[config.mk]
export PLATFORM = sky130hd
export DESIGN_NAME = zero_cross_windowed_rms_meter
export DESIGN_NICKNAME = d
export VERILOG_FILES = /design/src/sv/zcrms_pkg.sv /design/src/sv/zero_cross_windowed_rms_meter.sv /design/src/sv/zcrms_ctrl.sv /design/src/sv/zcrms_datapath.sv
export SDC_FILE = /design/constraint.sdc
export NUM_CORES = 2
export LEC_CHECK = 0
export BUFFER_PORTS_ARGS = -buffer_cell sky130_fd_sc_hd__buf_2
export CAP_MARGIN = 20
export CELL_PAD_IN_SITES_DETAIL_PLACEMENT = 1
export CELL_PAD_IN_SITES_GLOBAL_PLACEMENT = 1
export CORE_ASPECT_RATIO = 0.8
export CORE_UTILIZATION = 47
export CTS_BUF_LIST = sky130_fd_sc_hd__clkbuf_4 sky130_fd_sc_hd__clkbuf_8
export CTS_CLUSTER_SIZE = 20
export DETAILED_ROUTE_END_ITERATION = 16
export GPL_TIMING_DRIVEN = 0
export PLACE_DENSITY = 0.77
export SETUP_SLACK_MARGIN = 0.1
export SYNTH_ARGS = -nofsm -noshare
export SYNTH_HDL_FRONTEND = slang
export SYNTH_SLANG_ARGS = --single-unit
[constraint.sdc]
create_clock -name clock -period 10.2 [get_ports clock]
set_input_delay 0.51 -clock clock [delete_from_list [all_inputs] [get_ports clock]]
set_output_delay 0.51 -clock clock [all_outputs]
set_load 0.005 [all_outputs]
[src/sv/zcrms_pkg.sv]
// zcrms_pkg: shared types and fixed constants of the zero-crossing RMS meter.
// Used by zcrms_ctrl, zcrms_datapath and the top level. No dependencies.
`default_nettype none

package zcrms_pkg;

   // fixed output field widths
   localparam int CROSS_W   = 8;
   localparam int RUN_RMS_W = 18;
   localparam int WIN_RMS_W = 20;
   localparam int CNT_OUT_W = 24;

   localparam logic [CROSS_W-1:0] CFG_RESET = 8'd50;

   // scaled mean is 62 bits, plus the clamp value 2^62
   localparam int MEAN_W     = 63;
   localparam int ROOT_RES_W = 64;
   localparam logic [MEAN_W-1:0]     MEAN_CLAMP = 63'h4000_0000_0000_0000;
   localparam logic [ROOT_RES_W-1:0] ROOT_MAX   = 64'h0000_0000_8000_0000;

   // volts: r/16000 = (r>>7)/125, 5r/16000 = (r>>7)/25, by reciprocal multiply
   localparam int SCALE_PRE_SHIFT = 7;
   localparam int RECIP_W   = 25;
   localparam int PROD_W    = 2 * RECIP_W;
   localparam logic [RECIP_W-1:0] RECIP_RUN = 25'd17179870; // ceil(2^31/125)
   localparam logic [RECIP_W-1:0] RECIP_WIN = 25'd21474837; // ceil(2^29/25)
   localparam int RUN_SHIFT = 31;
   localparam int WIN_SHIFT = 29;

   typedef struct packed {
      logic load;
      logic eval;
      logic accum;
      logic div_start;
      logic div_step;
      logic root_start;
      logic root_step;
      logic mul;
      logic store;
      logic emit;
      logic phase_run;   // 0: closed-window pass, 1: running pass
   } zcrms_cmd_type;

   typedef struct packed {
      logic close;
      logic div_last;
      logic root_last;
      logic out_free;
   } zcrms_status_type;

endpackage

`default_nettype wire

[src/sv/zero_cross_windowed_rms_meter.sv]
// Zero-crossing windowed true-RMS meter, top level.
// req_ channel: one signed ADC sample per beat (valid/stall, stall from this block).
// rsp_ channel: one result beat per sample: running RMS, sample count, crossing
//   count, and on a closing crossing window_done with five times the window RMS.
//   Volts are unsigned fixed point with 16 fractional bits.
// csr_ channel: writes crossings_per_window (valid/ready, ready is always high);
//   write it only while no sample is in flight.
// Sequence: each pass runs the one-bit-per-cycle divider of N steps, with
//   N = SUM_WIDTH + 62 - 2*(SAMPLE_WIDTH-1) (86 at the defaults), then the
//   square root of 32 steps; a sample that closes a window first takes a
//   window pass, then the running pass. One sample is worked at a time: the
//   next sample is accepted only after the last one's result is emitted.
// A finished result sits in an output register; the next sample is accepted
//   while it waits, and the block holds in its last step if rsp_stall is still
//   high when the next result is ready.
// Reset (synchronous): clears the window, sets crossings_per_window to 50 and
//   drops rsp_valid. The block accepts a sample in the first cycle after reset.
`default_nettype none

module zero_cross_windowed_rms_meter
   import zcrms_pkg::*;
#(
   parameter int SAMPLE_WIDTH = 16,
   parameter int COUNT_WIDTH  = 24
) (
   input  wire logic                     clock,
   input  wire logic                     reset,
   input  wire logic                     req_valid,
   output logic                          req_stall,
   input  wire logic [SAMPLE_WIDTH-1:0]  req_sample_value,
   output logic                          rsp_valid,
   input  wire logic                     rsp_stall,
   output logic [RUN_RMS_W-1:0]          rsp_running_rms,
   output logic [CNT_OUT_W-1:0]          rsp_sample_count,
   output logic [CROSS_W-1:0]            rsp_crossing_count,
   output logic                          rsp_window_done,
   output logic [WIN_RMS_W-1:0]          rsp_window_rms,
   input  wire logic                     csr_valid,
   output logic                          csr_ready,
   input  wire logic [CROSS_W-1:0]       csr_crossings_per_window
);

   zcrms_cmd_type    cmd;
   zcrms_status_type status;

   assign csr_ready = 1'b1;

   zcrms_ctrl u_ctrl (
      .clock     (clock),
      .reset     (reset),
      .req_valid (req_valid),
      .req_stall (req_stall),
      .status    (status),
      .cmd       (cmd)
   );

   zcrms_datapath #(
      .SAMPLE_WIDTH (SAMPLE_WIDTH),
      .COUNT_WIDTH  (COUNT_WIDTH)
   ) u_datapath (
      .clock                    (clock),
      .reset                    (reset),
      .cmd                      (cmd),
      .status                   (status),
      .req_sample_value         (req_sample_value),
      .csr_valid                (csr_valid),
      .csr_crossings_per_window (csr_crossings_per_window),
      .rsp_valid                (rsp_valid),
      .rsp_stall                (rsp_stall),
      .rsp_running_rms          (rsp_running_rms),
      .rsp_sample_count         (rsp_sample_count),
      .rsp_crossing_count       (rsp_crossing_count),
      .rsp_window_done          (rsp_window_done),
      .rsp_window_rms           (rsp_window_rms)
   );

endmodule

`default_nettype wire

[src/sv/zcrms_ctrl.sv]
// zcrms_ctrl: sequencer of the RMS meter; issues datapath commands per sample.
// Depends on zcrms_pkg.
`default_nettype none

module zcrms_ctrl
   import zcrms_pkg::*;
(
   input  wire logic             clock,
   input  wire logic             reset,
   input  wire logic             req_valid,
   output logic                  req_stall,
   input  wire zcrms_status_type status,
   output zcrms_cmd_type         cmd
);

   localparam logic [3:0] ST_IDLE   = 4'd0;
   localparam logic [3:0] ST_EVAL   = 4'd1;
   localparam logic [3:0] ST_ACCUM  = 4'd2;
   localparam logic [3:0] ST_DSTART = 4'd3;
   localparam logic [3:0] ST_DIV    = 4'd4;
   localparam logic [3:0] ST_RSTART = 4'd5;
   localparam logic [3:0] ST_ROOT   = 4'd6;
   localparam logic [3:0] ST_MUL    = 4'd7;
   localparam logic [3:0] ST_STORE  = 4'd8;
   localparam logic [3:0] ST_EMIT   = 4'd9;

   logic [3:0] state_ff, state_in;
   logic       phase_ff, phase_in;

   always_comb begin
      state_in      = state_ff;
      phase_in      = phase_ff;
      cmd           = '0;
      cmd.phase_run = phase_ff;
      unique case (state_ff)
         ST_IDLE: begin
            if (req_valid) begin
               cmd.load = 1'b1;
               state_in = ST_EVAL;
            end
         end
         ST_EVAL: begin
            cmd.eval = 1'b1;
            // a closing crossing first measures the window as it stood
            phase_in = !status.close;
            state_in = status.close ? ST_DSTART : ST_ACCUM;
         end
         ST_ACCUM: begin
            cmd.accum = 1'b1;
            phase_in  = 1'b1;
            state_in  = ST_DSTART;
         end
         ST_DSTART: begin
            cmd.div_start = 1'b1;
            state_in      = ST_DIV;
         end
         ST_DIV: begin
            cmd.div_step = 1'b1;
            if (status.div_last) state_in = ST_RSTART;
         end
         ST_RSTART: begin
            cmd.root_start = 1'b1;
            state_in       = ST_ROOT;
         end
         ST_ROOT: begin
            cmd.root_step = 1'b1;
            if (status.root_last) state_in = ST_MUL;
         end
         ST_MUL: begin
            cmd.mul  = 1'b1;
            state_in = phase_ff ? ST_EMIT : ST_STORE;
         end
         ST_STORE: begin
            cmd.store = 1'b1;
            state_in  = ST_ACCUM;
         end
         ST_EMIT: begin
            if (status.out_free) begin
               cmd.emit = 1'b1;
               state_in = ST_IDLE;
            end
         end
         default: state_in = ST_IDLE;
      endcase
   end

   always_ff @(posedge clock) begin
      if (reset) begin
         state_ff <= ST_IDLE;
         phase_ff <= 1'b0;
      end else begin
         state_ff <= state_in;
         phase_ff <= phase_in;
      end
   end

   assign req_stall = (state_ff != ST_IDLE);

endmodule

`default_nettype wire

[src/sv/zcrms_datapath.sv]
// zcrms_datapath: window state, bit-serial divider, bit-serial square root,
// volt scaling and the result register. Depends on zcrms_pkg.
`default_nettype none

module zcrms_datapath
   import zcrms_pkg::*;
#(
   parameter int SAMPLE_WIDTH = 16,
   parameter int COUNT_WIDTH  = 24
) (
   input  wire logic                     clock,
   input  wire logic                     reset,
   input  wire zcrms_cmd_type            cmd,
   output zcrms_status_type              status,
   input  wire logic [SAMPLE_WIDTH-1:0]  req_sample_value,
   input  wire logic                     csr_valid,
   input  wire logic [CROSS_W-1:0]       csr_crossings_per_window,
   output logic                          rsp_valid,
   input  wire logic                     rsp_stall,
   output logic [RUN_RMS_W-1:0]          rsp_running_rms,
   output logic [CNT_OUT_W-1:0]          rsp_sample_count,
   output logic [CROSS_W-1:0]            rsp_crossing_count,
   output logic                          rsp_window_done,
   output logic [WIN_RMS_W-1:0]          rsp_window_rms
);

   localparam int SUM_RAW   = 2 * (SAMPLE_WIDTH - 1) + COUNT_WIDTH;
   localparam int SUM_WIDTH = (SUM_RAW > 63) ? 63 : SUM_RAW;
   localparam int FRAC_BITS = 62 - 2 * (SAMPLE_WIDTH - 1);
   localparam int DIV_STEPS = SUM_WIDTH + FRAC_BITS;
   localparam int DSTEP_W   = $clog2(DIV_STEPS);

   // sample and window state
   logic [SAMPLE_WIDTH-1:0]   sample_ff;
   logic                      neg_w;
   logic [SAMPLE_WIDTH-1:0]   mag_w;
   logic [2*SAMPLE_WIDTH-1:0] sq_prod_w;
   logic [SUM_WIDTH-1:0]      sq_ff;
   logic                      prev_neg_ff;
   logic                      close_ff;
   logic                      rising_w, close_w;
   logic [CROSS_W-1:0]        cfg_ff;
   logic [CROSS_W-1:0]        cross_ff, cross_in, cross_inc_w;
   logic [COUNT_WIDTH-1:0]    count_ff, count_in;
   logic [SUM_WIDTH-1:0]      sum_ff, sum_in;
   logic [SUM_WIDTH:0]        sum_add_w;

   // divider
   logic [SUM_WIDTH-1:0]      dvd_ff;
   logic [COUNT_WIDTH-1:0]    rem_ff, rem_in;
   logic [COUNT_WIDTH:0]      rem_sh_w, rem_diff_w;
   logic                      qbit_w;
   logic [MEAN_W-1:0]         quo_ff;
   logic                      ovf_ff;
   logic                      dzero_ff;
   logic [DSTEP_W-1:0]        dstep_ff;
   logic [MEAN_W-1:0]         mean_w;

   // square root
   logic [MEAN_W-1:0]         rv_ff, rv_in;
   logic [ROOT_RES_W-1:0]     res_ff, res_in;
   logic [MEAN_W-1:0]         rbit_ff;
   logic [ROOT_RES_W:0]       trial_w;
   logic                      fit_w;

   // scaling and results
   logic [RECIP_W-1:0]        scale_x_w, recip_w;
   logic [PROD_W-1:0]         prod_ff;
   logic                      done_ff;
   logic [WIN_RMS_W-1:0]      wrms_ff;
   logic [COUNT_WIDTH+CNT_OUT_W-1:0] cnt_ext_w;
   logic                      rsp_valid_ff;
   logic [RUN_RMS_W-1:0]      rsp_run_ff;
   logic [CNT_OUT_W-1:0]      rsp_cnt_ff;
   logic [CROSS_W-1:0]        rsp_cross_ff;
   logic                      rsp_done_ff;
   logic [WIN_RMS_W-1:0]      rsp_wrms_ff;

   // ---------------- sample, crossings, accumulation ----------------
   assign neg_w       = sample_ff[SAMPLE_WIDTH-1];
   assign mag_w       = neg_w ? (~sample_ff + 1'b1) : sample_ff;
   assign sq_prod_w   = mag_w * mag_w;
   assign rising_w    = !neg_w && prev_neg_ff;
   assign cross_inc_w = cross_ff + 1'b1;
   assign close_w     = rising_w && (cross_inc_w == cfg_ff);
   assign cross_in    = !rising_w ? cross_ff : (close_w ? '0 : cross_inc_w);

   assign sum_add_w = {1'b0, sum_ff} + {1'b0, sq_ff};
   always_comb begin
      if (close_ff) begin
         sum_in   = sq_ff;
         count_in = COUNT_WIDTH'(1);
      end else begin
         sum_in   = sum_add_w[SUM_WIDTH] ? '1 : sum_add_w[SUM_WIDTH-1:0];
         count_in = (&count_ff) ? count_ff : count_ff + 1'b1;
      end
   end

   always_ff @(posedge clock) begin
      if (cmd.load) sample_ff <= req_sample_value;
      if (cmd.eval) sq_ff <= {{(SUM_WIDTH-2*SAMPLE_WIDTH){1'b0}}, sq_prod_w};
   end

   always_ff @(posedge clock) begin
      if (reset) begin
         cfg_ff      <= CFG_RESET;
         prev_neg_ff <= 1'b0;
         cross_ff    <= '0;
         count_ff    <= '0;
         sum_ff      <= '0;
         close_ff    <= 1'b0;
      end else begin
         if (csr_valid) cfg_ff <= csr_crossings_per_window;
         if (cmd.eval) begin
            cross_ff <= cross_in;
            close_ff <= close_w;
         end
         if (cmd.accum) begin
            sum_ff      <= sum_in;
            count_ff    <= count_in;
            prev_neg_ff <= neg_w;
         end
      end
   end

   // ---------------- restoring divider: (sum << FRAC_BITS) / count ----------------
   assign rem_sh_w   = {rem_ff, dvd_ff[SUM_WIDTH-1]};
   assign rem_diff_w = rem_sh_w - {1'b0, count_ff};
   assign qbit_w     = ~rem_diff_w[COUNT_WIDTH];
   assign rem_in     = qbit_w ? rem_diff_w[COUNT_WIDTH-1:0] : rem_sh_w[COUNT_WIDTH-1:0];
   // quotient at or above 2^62 means the mean is clamped to full scale
   assign mean_w     = dzero_ff ? '0 : ((ovf_ff || quo_ff[MEAN_W-1]) ? MEAN_CLAMP : quo_ff);

   always_ff @(posedge clock) begin
      if (cmd.div_start) begin
         dvd_ff   <= sum_ff;
         rem_ff   <= '0;
         quo_ff   <= '0;
         ovf_ff   <= 1'b0;
         dzero_ff <= (count_ff == '0);
         dstep_ff <= '0;
      end else if (cmd.div_step) begin
         dvd_ff   <= {dvd_ff[SUM_WIDTH-2:0], 1'b0};
         rem_ff   <= rem_in;
         quo_ff   <= {quo_ff[MEAN_W-2:0], qbit_w};
         ovf_ff   <= ovf_ff | quo_ff[MEAN_W-1];
         dstep_ff <= dstep_ff + 1'b1;
      end
   end

   // ---------------- square root, two bits of the radicand per step ----------------
   assign trial_w = {1'b0, res_ff} + {2'b0, rbit_ff};
   assign fit_w   = ({2'b0, rv_ff} >= trial_w);
   assign rv_in   = fit_w ? (rv_ff - trial_w[MEAN_W-1:0]) : rv_ff;
   assign res_in  = fit_w ? ((res_ff >> 1) + {1'b0, rbit_ff}) : (res_ff >> 1);

   always_ff @(posedge clock) begin
      if (cmd.root_start) begin
         rv_ff   <= mean_w;
         res_ff  <= '0;
         rbit_ff <= MEAN_CLAMP;
      end else if (cmd.root_step) begin
         rv_ff   <= rv_in;
         res_ff  <= res_in;
         rbit_ff <= rbit_ff >> 2;
      end
   end

   // ---------------- volt scaling ----------------
   assign scale_x_w = res_ff[SCALE_PRE_SHIFT +: RECIP_W];
   assign recip_w   = cmd.phase_run ? RECIP_RUN : RECIP_WIN;

   always_ff @(posedge clock) begin
      if (cmd.mul) prod_ff <= scale_x_w * recip_w;
      if (cmd.load) begin
         done_ff <= 1'b0;
         wrms_ff <= '0;
      end else if (cmd.store && !cmd.phase_run) begin
         done_ff <= 1'b1;
         wrms_ff <= prod_ff[WIN_SHIFT +: WIN_RMS_W];
      end
   end

   // ---------------- result register ----------------
   assign cnt_ext_w = {{CNT_OUT_W{1'b0}}, count_ff};

   always_ff @(posedge clock) begin
      if (reset) begin
         rsp_valid_ff <= 1'b0;
      end else if (cmd.emit) begin
         rsp_valid_ff <= 1'b1;
      end else if (!rsp_stall) begin
         rsp_valid_ff <= 1'b0;
      end
   end

   always_ff @(posedge clock) begin
      if (cmd.emit) begin
         rsp_run_ff   <= prod_ff[RUN_SHIFT +: RUN_RMS_W];
         rsp_cnt_ff   <= cnt_ext_w[CNT_OUT_W-1:0];
         rsp_cross_ff <= cross_ff;
         rsp_done_ff  <= done_ff;
         rsp_wrms_ff  <= wrms_ff;
      end
   end

   assign status.close     = close_w;
   assign status.div_last  = (dstep_ff == DSTEP_W'(DIV_STEPS - 1));
   assign status.root_last = rbit_ff[0];
   assign status.out_free  = !rsp_valid_ff || !rsp_stall;

   assign rsp_valid          = rsp_valid_ff;
   assign rsp_running_rms    = rsp_run_ff;
   assign rsp_sample_count   = rsp_cnt_ff;
   assign rsp_crossing_count = rsp_cross_ff;
   assign rsp_window_done    = rsp_done_ff;
   assign rsp_window_rms     = rsp_wrms_ff;

   // a window always holds at least the sample that opened it
   a_div_count_nonzero: assert property (@(posedge clock) disable iff (reset)
      cmd.div_start |-> (count_ff != '0))
      else $error("divider started on an empty window");

   a_root_range: assert property (@(posedge clock) disable iff (reset)
      cmd.mul |-> (res_ff <= ROOT_MAX))
      else $error("square root above full scale");

   a_no_overwrite: assert property (@(posedge clock) disable iff (reset)
      cmd.emit |-> (!rsp_valid_ff || !rsp_stall))
      else $error("result overwritten before it was taken");

   a_store_on_close: assert property (@(posedge clock) disable iff (reset)
      (cmd.store && !cmd.phase_run) |-> close_ff)
      else $error("window result stored without a closing crossing");

   a_done_clears_cross: assert property (@(posedge clock) disable iff (reset)
      (rsp_valid_ff && rsp_done_ff) |-> (rsp_cross_ff == '0))
      else $error("closed window reports nonzero crossings");

endmodule

`default_nettype wire

==> metrics.md <==
| Metric | Value |
|---|---|
| Maximum fanout along the worst path | `10` |
| Post-synthesis sequential element count | `570` |
| Row count | `109` |
| Leading area contributor after synthesis | `fa_1` |
| Hpwl dp | `130 mm` |
| Vias per cell | `5.73` |
| Syn avg cell area | `9.45 um2` |
| Final period utilization | `95.8%` |
| Top achievable clock speed | `0.102 GHz` |
| Final std cells w/o fill | `7345` |
| Worst endpoint required time | `10.71 ns` |
| Most frequent cell after synthesis | `inv_1` |
| Starting density of the core | `47.4%` |
| Worst slew margin | `18.8%` |
| Top cells by area, synth | `fa_1 (19%), edfxtp_1 (15%), ha_1 (14%)` |
| Antenna Violating Nets Remaining | `0` |
| Total grt overflow | `0` |
| CP most frequent cell | `fa_1` |
| Die height | `301 um` |
| Critical path class | `reg -> reg` |
| 1st-pass router iterations | `5` |
| DR iter-0 viols | `3259` |
| Synth unique cells | `96` |
| Crit path buffers/inverters | `5` |
| Placed cells | `7130` |
| Largest net degree at the start of global routing | `30` |
| Initial antenna violation count | `6` |
| Worst-skew pair later-pin latency | `0.82 ns` |
| Synth top area share | `18.8%` |
| Max_cap viols | `0` |
| Post-synth top cells | `inv_1 (794), ha_1 (594), fa_1 (492)` |
| Top-level port count | `103` |
| First-pass GRT wire length | `254 mm` |
| Final estimated routing congestion in global placement | `0.918` |
| Final count of pins violating max slew | `0` |
| Layout net count | `6935` |
| Main synth FF type | `dfxtp_1` |
| Clock sink count | `570` |
| Fin. Hold Viols | `0` |
| RSZ-0062 raised after global routing | `false` |
| Total Routing Usage GR | `28.9%` |
| Via count | `42100` |
| Drc violations | `0` |
| Crit start category | `flop` |
| Htree depth | `3` |
| Slew at the pin closest to its max-slew limit | `1.22 ns` |
| Crit-path max cell delay | `0.93 ns` |
| Clock Pin Slew Worst Setup and Hold Paths | `0.06 ns` |
| Post-synthesis cell count | `5539` |
| Register area share after synthesis | `26.7%` |
| WL final | `162 mm` |
| Minimum clock period | `9.77 ns` |
| Yosys warnings | `0` |
| Hold Path Class | `in -> reg` |
| Final Skew | `0.0898 ns` |
| CTS tree | `built` |
| Critical path's top delay family | `adder cells` |
| Critical Path Slowest Stage Cell | `nor2b_1` |
| Synth async-reset ratio | `0%` |
| Vias in the first global route | `44700` |
| Number of enable flip-flop cells after synthesis | `256` |
| Core Area | `110000 um2` |
| Die area | `113000 um2` |
| Port Buf Inserts | `100` |
| Worst Path Arrival | `10.29 ns` |
| Max Buffers Root-to-Sink | `3` |
| Status | `complete, no violations` |
| Layout cell share with drive strength beyond 1 | `7.48%` |
| Crit path capture type | `flop` |
| Num CTS Buffers | `94` |
| Layout area overhead | `9.89%` |
| Final setup viols | `0` |
| Root buf cell | `clkbuf_8` |
| Synth Cell Area | `52400 um2` |
| Die width | `375 um` |
| Post-DR wirelength/cell | `22.1 um` |
[cells in the final DEF, fill, tap and decap left out, types with 12 or more instances in the layout]
cell           count
nor3_1            66
ha_1             594
o211ai_1          12
clkbuf_8         107
clkinv_1          18
nor2_1           370
a21oi_1          318
nand2_1          448
mux2i_1           25
fa_1             492
buf_2            115
xnor2_1          199
a21o_1           100
nor4_1            14
and2_1            46
a22o_1           101
nand3_1           74
clkbuf_1         171
nor2b_1           80
a31o_2            20
a211oi_1          24
o21a_1            30
mux2_2            54
o21ai_1           17
nand2b_1          49
or3_1             26
o21ai_0          286
and3_1            33
nand4_1           58
edfxtp_1         256
dfxtp_1          314
dlygate4sd3_1     25
xor2_1           121
o21bai_1          33
inv_1            793
conb_1            35
clkbuf_4          40
a31oi_1           79
buf_4             14
[metal layers]
layer  wire length (um)  global-route usage [%]  vias up
met1              77200                    42.1    21400
met3              11300                    5.62      207
met5                 13                       0        -
li1                   -                       -    19300
met2              70700                    44.1     1166
met4               3180                    6.89        2
[kinds of logic (layout without fill, tap and decap cells)]
| group | after synthesis | count (layout) | synth area share (%) |
|---|---|---|---|
| simple gates | 1321 | 1321 | 11.7 |
| compound gates | 1155 | 1155 | 14.2 |
| fa+ha+maj | 1086 | 1086 | 33.0 |
| buf+inv | 999 | 1326 | 7.24 |
| flops | 570 | 570 | 26.7 |
| xor+xnor | 327 | 327 | 5.47 |
| mux | 79 | 79 | 1.64 |
| other cells | 2 | 38 | 0.0143 |
[worst reg2reg max path, stage by stage (launching register included)]
cell and delay (ns):
dfxtp_1 0.89, clkbuf_1 0.52, nor2b_1 0.93, ha_1 0.40, inv_1 0.09, fa_1 0.40
inv_1 0.09, fa_1 0.44, fa_1 0.52, inv_1 0.07, fa_1 0.51, fa_1 0.55
inv_1 0.06, fa_1 0.50, ha_1 0.35, nand4_1 0.13, nor2_1 0.47, nand3_1 0.23
a211o_1 0.48, a211oi_1 0.41, o21ai_0 0.19, a31o_2 0.32, o21ai_0 0.36, nand4_1 0.17
nand4b_1 0.16, a21oi_1 0.13, xnor2_1 0.15
[cell type report]
| class | count | area, um2 |
|---|---|---|
| fill | 12700 | 52900 |
| multi-input combinational | 4003 | 34800 |
| sequential | 570 | 14000 |
| inverter | 801 | 3010 |
| tap | 1443 | 1810 |
| clock buffer | 147 | 1770 |
| timing repair buffer | 152 | 1090 |
| buffer | 198 | 786 |
| clock inverter | 28 | 269 |
| antenna | 3 | 7.51 |
[through the flow]
step	hold WS [ns]	utilization (%)	instance area [um2]	worst slack (ns)	TNS, ns
floorplan	0.406	-	52500	1.65	0
global placement	0.408	49.6	54800	-2.26	-142.30
detailed placement	0.418	49.9	55100	-0.695	-1.67
CTS	0.0482	52.0	57400	0.156	0
global route	0.116	52.1	57500	0.121	0
finish	0.107	52.1	57500	0.426	0
[state kept, by name, indices dropped and copies added (netlist names), 18 cells and up]
register / count
u_datapath.res_ff: 64
u_datapath.quo_ff: 63
u_datapath.rv_ff: 63
u_datapath.dvd_ff: 54
u_datapath.sum_ff: 54
u_datapath.rbit_ff: 32
u_datapath.sq_ff: 31
u_datapath.count_ff: 24
u_datapath.rem_ff: 24
u_datapath.rsp_sample_count: 24
u_datapath.prod_ff: 20
u_datapath.rsp_window_rms: 20
u_datapath.wrms_ff: 20
u_datapath.rsp_running_rms: 18
[worst paths after layout]
path,start,endpoint,slack [ns],depth (start not counted)
worst max register to register,u_datapath.res_ff[19]$_SDFFE_PP0N_,u_datapath.prod_ff[48]$_DFFE_PP_,0.43,26
worst min-delay path,csr_valid,u_datapath.cfg_ff[1]$_SDFFE_PP1P_,0.11,3
worst max-delay path,u_datapath.res_ff[19]$_SDFFE_PP0N_,u_datapath.prod_ff[48]$_DFFE_PP_,0.43,26
worst min register to register,u_datapath.wrms_ff[18]$_SDFFE_PP0P_,u_datapath.rsp_window_rms[18]$_DFFE_PP_,0.43,0
[what timing repair did]
| action | 4_1_cts | 5_1_grt |
|---|---|---|
| hold buffers | 25 | 0 |
| endpoints found under the hold margin | 25 | 0 |
| setup buffers | 1 | 7 |
| cloned | 0 | 0 |
| pin swaps | 1 | 2 |
| gates resized for setup | 5 | 8 |
| endpoints found under the setup margin | 8 | 5 |
Power is not shown: default switching activity piles up to over one toggle a cycle in this logic, so the estimate is an artifact.
